File: src/hdl/lsmc_pkg.sv
package lsmc_pkg;

   localparam int unsigned TimeoutWidth = 32;
   localparam logic [TimeoutWidth-1:0] DefaultTimeoutMs = 32'd10000;
   localparam int unsigned AddrWidth = 4;
   localparam int unsigned DataWidth = 32;

   typedef enum logic [2:0] {
      FUNC_TICK  = 3'd0,
      FUNC_WRITE = 3'd1,
      FUNC_STOP  = 3'd2,
      FUNC_RESET = 3'd3,
      FUNC_READ  = 3'd4
   } func_type;

   typedef enum logic [1:0] {
      STATUS_SUCCESS  = 2'd0,
      STATUS_TIMEOUT  = 2'd1,
      STATUS_HW_FAULT = 2'd2,
      STATUS_INVALID  = 2'd3
   } status_type;

   // POS_MIN doubles as the empty position of every non-read beat
   typedef enum logic [1:0] {
      POS_MIN     = 2'd0,
      POS_MAX     = 2'd1,
      POS_UNKNOWN = 2'd2
   } pos_type;

   typedef enum logic [1:0] {
      REG_TIMEOUT_MS = 2'd0,
      REG_MIN_POLAR  = 2'd1,
      REG_MAX_POLAR  = 2'd2
   } reg_index_type;

   typedef struct packed {
      logic [2:0]         func;
      logic signed [31:0] write_value;
      logic               min_end_level;
      logic               max_end_level;
   } req_type;

   typedef struct packed {
      logic       motor_forward;
      logic       motor_backward;
      status_type status;
      pos_type    position;
   } rsp_type;

   typedef struct packed {
      logic [TimeoutWidth-1:0] timeout_ms;
      logic                    min_end_active_high;
      logic                    max_end_active_high;
   } cfg_type;

endpackage

File: src/hdl/lsmc_csr.sv
module lsmc_csr (
   input  logic                             clock,
   input  logic                             reset,
   input  logic                             psel,
   input  logic                             penable,
   input  logic                             pwrite,
   input  logic [lsmc_pkg::AddrWidth-1:0]   paddr,
   input  logic [lsmc_pkg::DataWidth-1:0]   pwdata,
   output logic [lsmc_pkg::DataWidth-1:0]   prdata,
   output logic                             pready,
   output lsmc_pkg::cfg_type                cfg
);
   import lsmc_pkg::*;

   cfg_type       cfg_ff;
   reg_index_type reg_idx;
   logic          wr_en;

   assign reg_idx = reg_index_type'(paddr[AddrWidth-1:2]);
   assign wr_en   = psel && penable && pwrite;
   assign pready  = 1'b1;
   assign cfg     = cfg_ff;

   always_ff @(posedge clock) begin
      if (reset) begin
         cfg_ff.timeout_ms          <= DefaultTimeoutMs;
         cfg_ff.min_end_active_high <= 1'b1;
         cfg_ff.max_end_active_high <= 1'b1;
      end else if (wr_en) begin
         unique case (reg_idx)
            REG_TIMEOUT_MS: cfg_ff.timeout_ms          <= pwdata[TimeoutWidth-1:0];
            REG_MIN_POLAR:  cfg_ff.min_end_active_high <= pwdata[0];
            REG_MAX_POLAR:  cfg_ff.max_end_active_high <= pwdata[0];
            default: ;
         endcase
      end
   end

   always_comb begin
      prdata = '0;
      unique case (reg_idx)
         REG_TIMEOUT_MS: prdata = DataWidth'(cfg_ff.timeout_ms);
         REG_MIN_POLAR:  prdata = DataWidth'(cfg_ff.min_end_active_high);
         REG_MAX_POLAR:  prdata = DataWidth'(cfg_ff.max_end_active_high);
         default:        prdata = '0;
      endcase
   end

endmodule

File: src/hdl/lsmc_core.sv
module lsmc_core (
   input  logic              clock,
   input  logic              reset,
   input  lsmc_pkg::cfg_type cfg,
   input  logic              req_valid,
   output logic              req_ready,
   input  lsmc_pkg::req_type req_data,
   output logic              rsp_valid,
   input  logic              rsp_ready,
   output lsmc_pkg::rsp_type rsp_data
);
   import lsmc_pkg::*;

   typedef enum logic [1:0] {
      MS_IDLE   = 2'd0,
      MS_TO_MIN = 2'd1,
      MS_TO_MAX = 2'd2,
      MS_FAULT  = 2'd3
   } motion_type;

   motion_type              motion_ff, motion_in, halted;
   pos_type                 last_pos_ff, last_pos_in;
   logic [TimeoutWidth-1:0] elapsed_ff, elapsed_in, elapsed_inc;
   req_type                 item_ff;
   logic                    item_valid_ff;
   rsp_type                 rsp_ff, rsp_in;
   logic                    rsp_valid_ff;
   logic                    advance;
   logic                    min_act, max_act, reached;

   // item moves to the result register when that register is free or drained
   assign advance   = item_valid_ff && (!rsp_valid_ff || rsp_ready);
   assign req_ready = !item_valid_ff || advance;
   assign rsp_valid = rsp_valid_ff;
   assign rsp_data  = rsp_ff;

   assign min_act = item_ff.min_end_level == cfg.min_end_active_high;
   assign max_act = item_ff.max_end_level == cfg.max_end_active_high;
   assign reached = (motion_ff == MS_TO_MIN) ? min_act : max_act;
   assign halted  = (motion_ff == MS_FAULT) ? MS_FAULT : MS_IDLE;
   assign elapsed_inc = (elapsed_ff == '1) ? elapsed_ff : elapsed_ff + 1'b1;

   always_comb begin
      motion_in       = motion_ff;
      last_pos_in     = last_pos_ff;
      elapsed_in      = elapsed_ff;
      rsp_in.status   = STATUS_SUCCESS;
      rsp_in.position = POS_MIN;
      unique case (func_type'(item_ff.func))
         FUNC_TICK: begin
            if (motion_ff == MS_TO_MIN || motion_ff == MS_TO_MAX) begin
               if (reached) begin
                  last_pos_in = (motion_ff == MS_TO_MIN) ? POS_MIN : POS_MAX;
                  motion_in   = MS_IDLE;
               end else begin
                  elapsed_in = elapsed_inc;
                  if (elapsed_inc > cfg.timeout_ms) begin
                     motion_in   = MS_FAULT;
                     last_pos_in = POS_UNKNOWN;
                  end
               end
            end
         end
         FUNC_WRITE: begin
            if (item_ff.write_value == 32'sd0) begin
               motion_in = halted;
               if (!min_act) begin
                  motion_in   = MS_TO_MIN;
                  last_pos_in = POS_UNKNOWN;
                  elapsed_in  = '0;
               end
            end else if (item_ff.write_value == 32'sd1) begin
               motion_in = halted;
               if (!max_act) begin
                  motion_in   = MS_TO_MAX;
                  last_pos_in = POS_UNKNOWN;
                  elapsed_in  = '0;
               end
            end else begin
               rsp_in.status = STATUS_INVALID;
            end
         end
         FUNC_STOP: motion_in = halted;
         FUNC_RESET: begin
            motion_in   = MS_IDLE;
            last_pos_in = POS_UNKNOWN;
         end
         FUNC_READ: begin
            priority if (motion_ff == MS_FAULT) rsp_in.status = STATUS_TIMEOUT;
            else if (min_act && max_act)        rsp_in.status = STATUS_HW_FAULT;
            else if (min_act)                   rsp_in.position = POS_MIN;
            else if (max_act)                   rsp_in.position = POS_MAX;
            else                                rsp_in.position = last_pos_ff;
         end
         default: rsp_in.status = STATUS_INVALID;
      endcase
      rsp_in.motor_forward  = motion_in == MS_TO_MAX;
      rsp_in.motor_backward = motion_in == MS_TO_MIN;
   end

   always_ff @(posedge clock) begin
      if (reset) begin
         motion_ff     <= MS_IDLE;
         last_pos_ff   <= POS_UNKNOWN;
         elapsed_ff    <= '0;
         item_valid_ff <= 1'b0;
         rsp_valid_ff  <= 1'b0;
      end else begin
         if (req_valid && req_ready) begin
            item_valid_ff <= 1'b1;
         end else if (advance) begin
            item_valid_ff <= 1'b0;
         end
         if (advance) begin
            motion_ff    <= motion_in;
            last_pos_ff  <= last_pos_in;
            elapsed_ff   <= elapsed_in;
            rsp_valid_ff <= 1'b1;
         end else if (rsp_ready) begin
            rsp_valid_ff <= 1'b0;
         end
      end
      if (req_valid && req_ready) begin
         item_ff <= req_data;
      end
      if (advance) begin
         rsp_ff <= rsp_in;
      end
   end

endmodule

File: src/hdl/limit_switch_motor_controller.sv
// Limit-switch motor controller. Takes one beat per clock while results drain: a beat is
// captured in an input register, decoded against the motion state and the end-switch levels
// in combinational logic, and lands in a result register, so each result beat passes the
// input register and then the result register, and a new beat can enter every cycle while
// results keep draining. The path that sets the clock is the 32-bit saturating
// elapsed-time increment and its compare against timeout_ms. Configuration registers sit
// at byte addresses 0 (timeout_ms), 4 (min_end_active_high) and 8 (max_end_active_high);
// write them only while idle.
module limit_switch_motor_controller (
   input  logic                           clock,
   input  logic                           reset,
   input  logic                           req_valid,
   output logic                           req_ready,
   input  lsmc_pkg::req_type              req_data,
   output logic                           rsp_valid,
   input  logic                           rsp_ready,
   output lsmc_pkg::rsp_type              rsp_data,
   input  logic                           psel,
   input  logic                           penable,
   input  logic                           pwrite,
   input  logic [lsmc_pkg::AddrWidth-1:0] paddr,
   input  logic [lsmc_pkg::DataWidth-1:0] pwdata,
   output logic [lsmc_pkg::DataWidth-1:0] prdata,
   output logic                           pready
);
   import lsmc_pkg::*;

   cfg_type cfg;

   lsmc_csr u_csr (
      .clock   (clock),
      .reset   (reset),
      .psel    (psel),
      .penable (penable),
      .pwrite  (pwrite),
      .paddr   (paddr),
      .pwdata  (pwdata),
      .prdata  (prdata),
      .pready  (pready),
      .cfg     (cfg)
   );

   lsmc_core u_core (
      .clock     (clock),
      .reset     (reset),
      .cfg       (cfg),
      .req_valid (req_valid),
      .req_ready (req_ready),
      .req_data  (req_data),
      .rsp_valid (rsp_valid),
      .rsp_ready (rsp_ready),
      .rsp_data  (rsp_data)
   );

endmodule

File: config.mk
export PLATFORM = sky130hd
export DESIGN_NAME = limit_switch_motor_controller
export DESIGN_NICKNAME = d
export VERILOG_FILES = /design/src/hdl/lsmc_pkg.sv /design/src/hdl/lsmc_csr.sv /design/src/hdl/lsmc_core.sv /design/src/hdl/limit_switch_motor_controller.sv
export SDC_FILE = /design/constraint.sdc
export NUM_CORES = 1
export LEC_CHECK = 0
export ABC_AREA = 1
export BUFFER_PORTS_ARGS = -buffer_cell sky130_fd_sc_hd__buf_4
export CORE_UTILIZATION = 40
export CTS_BUF_LIST = sky130_fd_sc_hd__clkbuf_2
export DETAILED_ROUTE_END_ITERATION = 6
export GPL_TIMING_DRIVEN = 0
export PLACE_DENSITY = 0.66
export SYNTH_ARGS = -nofsm -noshare
export SYNTH_HDL_FRONTEND = slang
export SYNTH_SLANG_ARGS = --single-unit
File: constraint.sdc
create_clock -name clock -period 4.6 [get_ports clock]
set_input_delay 0.92 -clock clock [delete_from_list [all_inputs] [get_ports clock]]
set_output_delay 0.92 -clock clock [all_outputs]
set_load 0.01 [all_outputs]
==> results.toml <==
[synthesis]
synthMuxAreaShare_pct = 0
synth_compound_area_share_pct = 10.9
syn-mean-instance-area_sq_um = 7.89
synthTopCellsByArea = "dfxtp_1 (22%), edfxtp_1 (20%), nand2_1 (8.2%)"
syn_inst = 817
yosysWarnings = 0
yosysSeqAreaShare_pct = 42.4
post-synth-top-area-cell = "dfxtp_1"
ys_types = 40
synth_area_sq_um = 6440
synth_xor_area_share_pct = 4.08
synth-seq-cells = 115
synthAdderAreaFrac_pct = 6.80
synth_top_cell_area_share_pct = 22.4
synth_top_family_by_area = "simple AND/OR/NAND/NOR gates"
yosys.area_share.simple_pct = 27.6
syn_nets = 932

[cells_and_area]
nNetsFinal = 1068
nFillCells = 1601
syn_to_final_growth_pct = 21.6
multi_input_area_sq_um = 3190
drive_above_1_share_pct = 22.5
finish.utilization_pct = 49.5
register_area_sq_um = 2730
design_area_sq_um = 7830

[sta]
rsz0062_at_grt = "no"
fin_skew_ns = 0.0266
setup_viol = 0
fmax_mhz = 262
layout_min_cycle_time_ns = 3.82
worstMarginPinSlew_ns = 0.675
slew_headroom_pct = 54.6
worst_slack_ns = 0.777
slew_viol_final = 0
finalHoldViolCount = 0
timing.final.crit_share_pct = 83.1
setup_tns_ns = 0

[clock_tree]
hold_buffers = 0
cts_resized = 0
h-tree-depth = 4
root_buffer = "clkbuf_2"
cts_num_sinks = 115
clk_path_buf_depth = 2
clkLatencyLatePin_ns = 0.71
cts_buffers = 17
cts_setup_buffers = 0
clk_pin_slew_ns = 0.20
cts_tree = "done"

[setup_path]
worstPathArrival_ns = 4.31
path_max_fanout = 10
crit_type = "flop to flop"
crit_path_cell_trace = "ha_1 -> nand3_4 -> nor3_4 -> nand3_2 -> nor3_4 -> inv_2 -> buf_6 -> nand2_2 -> ha_1 -> nand2_1 -> nor2_1 -> nand2_1 -> nor4_1 -> nand2_1 -> nand3_1 -> nand2_1 -> nand2_1 -> nand2_1 -> nand2_1 -> a21oi_1"
crit_required_ns = 5.09
crit_start = "u_core.elapsed_ff[1]"
start_kind = "flop"
max_stage_delay_ns = 0.53
reg2reg_from = "u_core.elapsed_ff[1]"
cp_top_family = "simple AND/OR/NAND/NOR gates"
worstSetupEndpointType = "flop"
slowest_stage = "nor4_1"
path_buf_inv = 2
crit_top_cell = "nand2_1"

[die]
std_cell_rows = 46
io_pins = 121
dieArea_sq_um = 16600
start_util_pct = 40.7
core_area_sq_um = 15800
die-width_um = 129
die_y_um = 129

[place]
placed_area_sq_um = 7580
dp_slack_ns = 0.828
io_buffers = 116
place.gp.congestion = 0.910
hpwl_mm = 13.1

[routing]
wirelength_mm = 16.7
drc = 0
wl_per_cell_um = 14.1
vias = 5775
vias_per_cell = 4.88
ant_nets = 0
first_pass_iters = 5
drt_iter0_markers = 358

[global_routing]
grt_usage_pct = 21.3
grt_pass1_wl_mm = 27.0
gr-total-overflow = 0
grt_pass1_vias = 5450
grt_max_degree = 38
antenna_found_initial = 1

[min_path]
min_from = "req_data[15]"
hp-class = "input port to flop"

[flow_run]
cap_violations = 0

[power]
total_power_mw = 1.92
leakagePower_nw = 3.35
worst_ir_drop_vdd_mv = 0.153
powerDensity_nw_per_um2 = 245

[outcome]
status = "completed"
stage by stage:
stage                     instances  hold WS (ns)
after CTS                      1181         0.312
after detailed placement       1149         0.458
after global placement         1149         0.456
after global routing           1183         0.274
final                          1183         0.365
after floorplan                 817         0.434
per-layer routing:
layer	wire length [um]	GRT usage [%]	vias up	part of all wire [%]
met5	0	0	-	0
met4	297	7.34	0	1.8
met3	760	4.82	25	4.5
met2	7720	34.1	153	46
met1	7930	28.3	2610	47
li1	-	-	2987	-
cells in the mapped netlist, drive strengths merged:
cell and n:
nand4 20, ha 35, inv 91, a21o 1
o21a 1, dfxtp 72, nor2 103, a21oi 81
o211ai 6, xor2 23, nor3b 1, o31ai 2
o41ai 1, nor4 5, nor3 24, and2 1
buf 13, conb 1, clkbuf 16, nand2 172
xnor2 7, or2 3, o21ai 40, edfxtp 43
nand3 53, clkinv 2
state kept, by name (all words and copies together), names as in the netlist:
register              flops
u_core.elapsed_ff        32
u_core.last_pos_ff        2
u_csr.cfg                34
u_core.motion_ff          2
u_core.rsp_valid          1
u_core.rsp_data           6
u_core.item_valid_ff      1
u_core.item_ff           37
report_power, final:
part / leakage [nW] / total, mW / switching [mW] / internal [mW]
combinational: 2.22 / 0.193 / 0.107 / 0.0865
clock: 0.129 / 0.621 / 0.424 / 0.197
sequential: 1.00 / 1.10 / 0.0114 / 1.09
cells in the final DEF, fill, tap and decap left out, drive strengths merged, types with 2 or more instances in the layout:
cell      Yosys  layout
o211ai        6       6
o31ai         2       2
clkinv        2      11
nor3         24      24
inv          91      93
a21oi        81      81
buf          13     130
xor2         23      23
o21ai        40      40
nor4          5       5
nor2        103     103
or2           3       3
ha           35      35
xnor2         7       7
nand3        53      53
nand4        20      20
clkinvlp      0       3
nand2       172     172
dfxtp        72      72
edfxtp       43      43
clkbuf       16      33
worst reg2reg max path, cell delays in order, from the launching register on:
cell	delay (ns)
dfxtp_1	0.45
ha_1	0.36
nand3_4	0.15
nor3_4	0.22
nand3_2	0.16
nor3_4	0.25
inv_2	0.11
buf_6	0.17
nand2_2	0.09
ha_1	0.14
nand2_1	0.07
nor2_1	0.13
nand2_1	0.12
nor4_1	0.53
nand2_1	0.18
nand3_1	0.17
nand2_1	0.06
nand2_1	0.06
nand2_1	0.06
nand2_1	0.08
a21oi_1	0.04
final timing paths:
check / to / slack, ns / cells past startpoint
hold reg to reg: u_core.last_pos_ff[1] / 0.50 / 2
setup / recovery: u_core.rsp_data[5] / 0.78 / 20
hold / removal: u_core.item_ff[15] / 0.37 / 1
setup reg to reg: u_core.rsp_data[5] / 0.78 / 20
cells by family (layout without fill, tap and decap cells):
family / Yosys count / count (layout)
compound gates: 132 / 132
simple gates: 382 / 382
flops: 115 / 115
fa+ha+maj: 35 / 35
buf+inv: 122 / 271
xor+xnor: 30 / 30
other cells: 1 / 2
area by class of cell:
class | instances | share of cell area, %
antenna | 1 | 0.0319
buffer | 29 | 2.24
clock buffer | 17 | 1.09
clock inverter | 15 | 1.69
inverter | 93 | 4.46
multi-input combinational | 580 | 40.7
sequential | 115 | 34.9
tap | 216 | 3.45
timing repair buffer | 117 | 11.5
(Power assumes the default switching activity.)
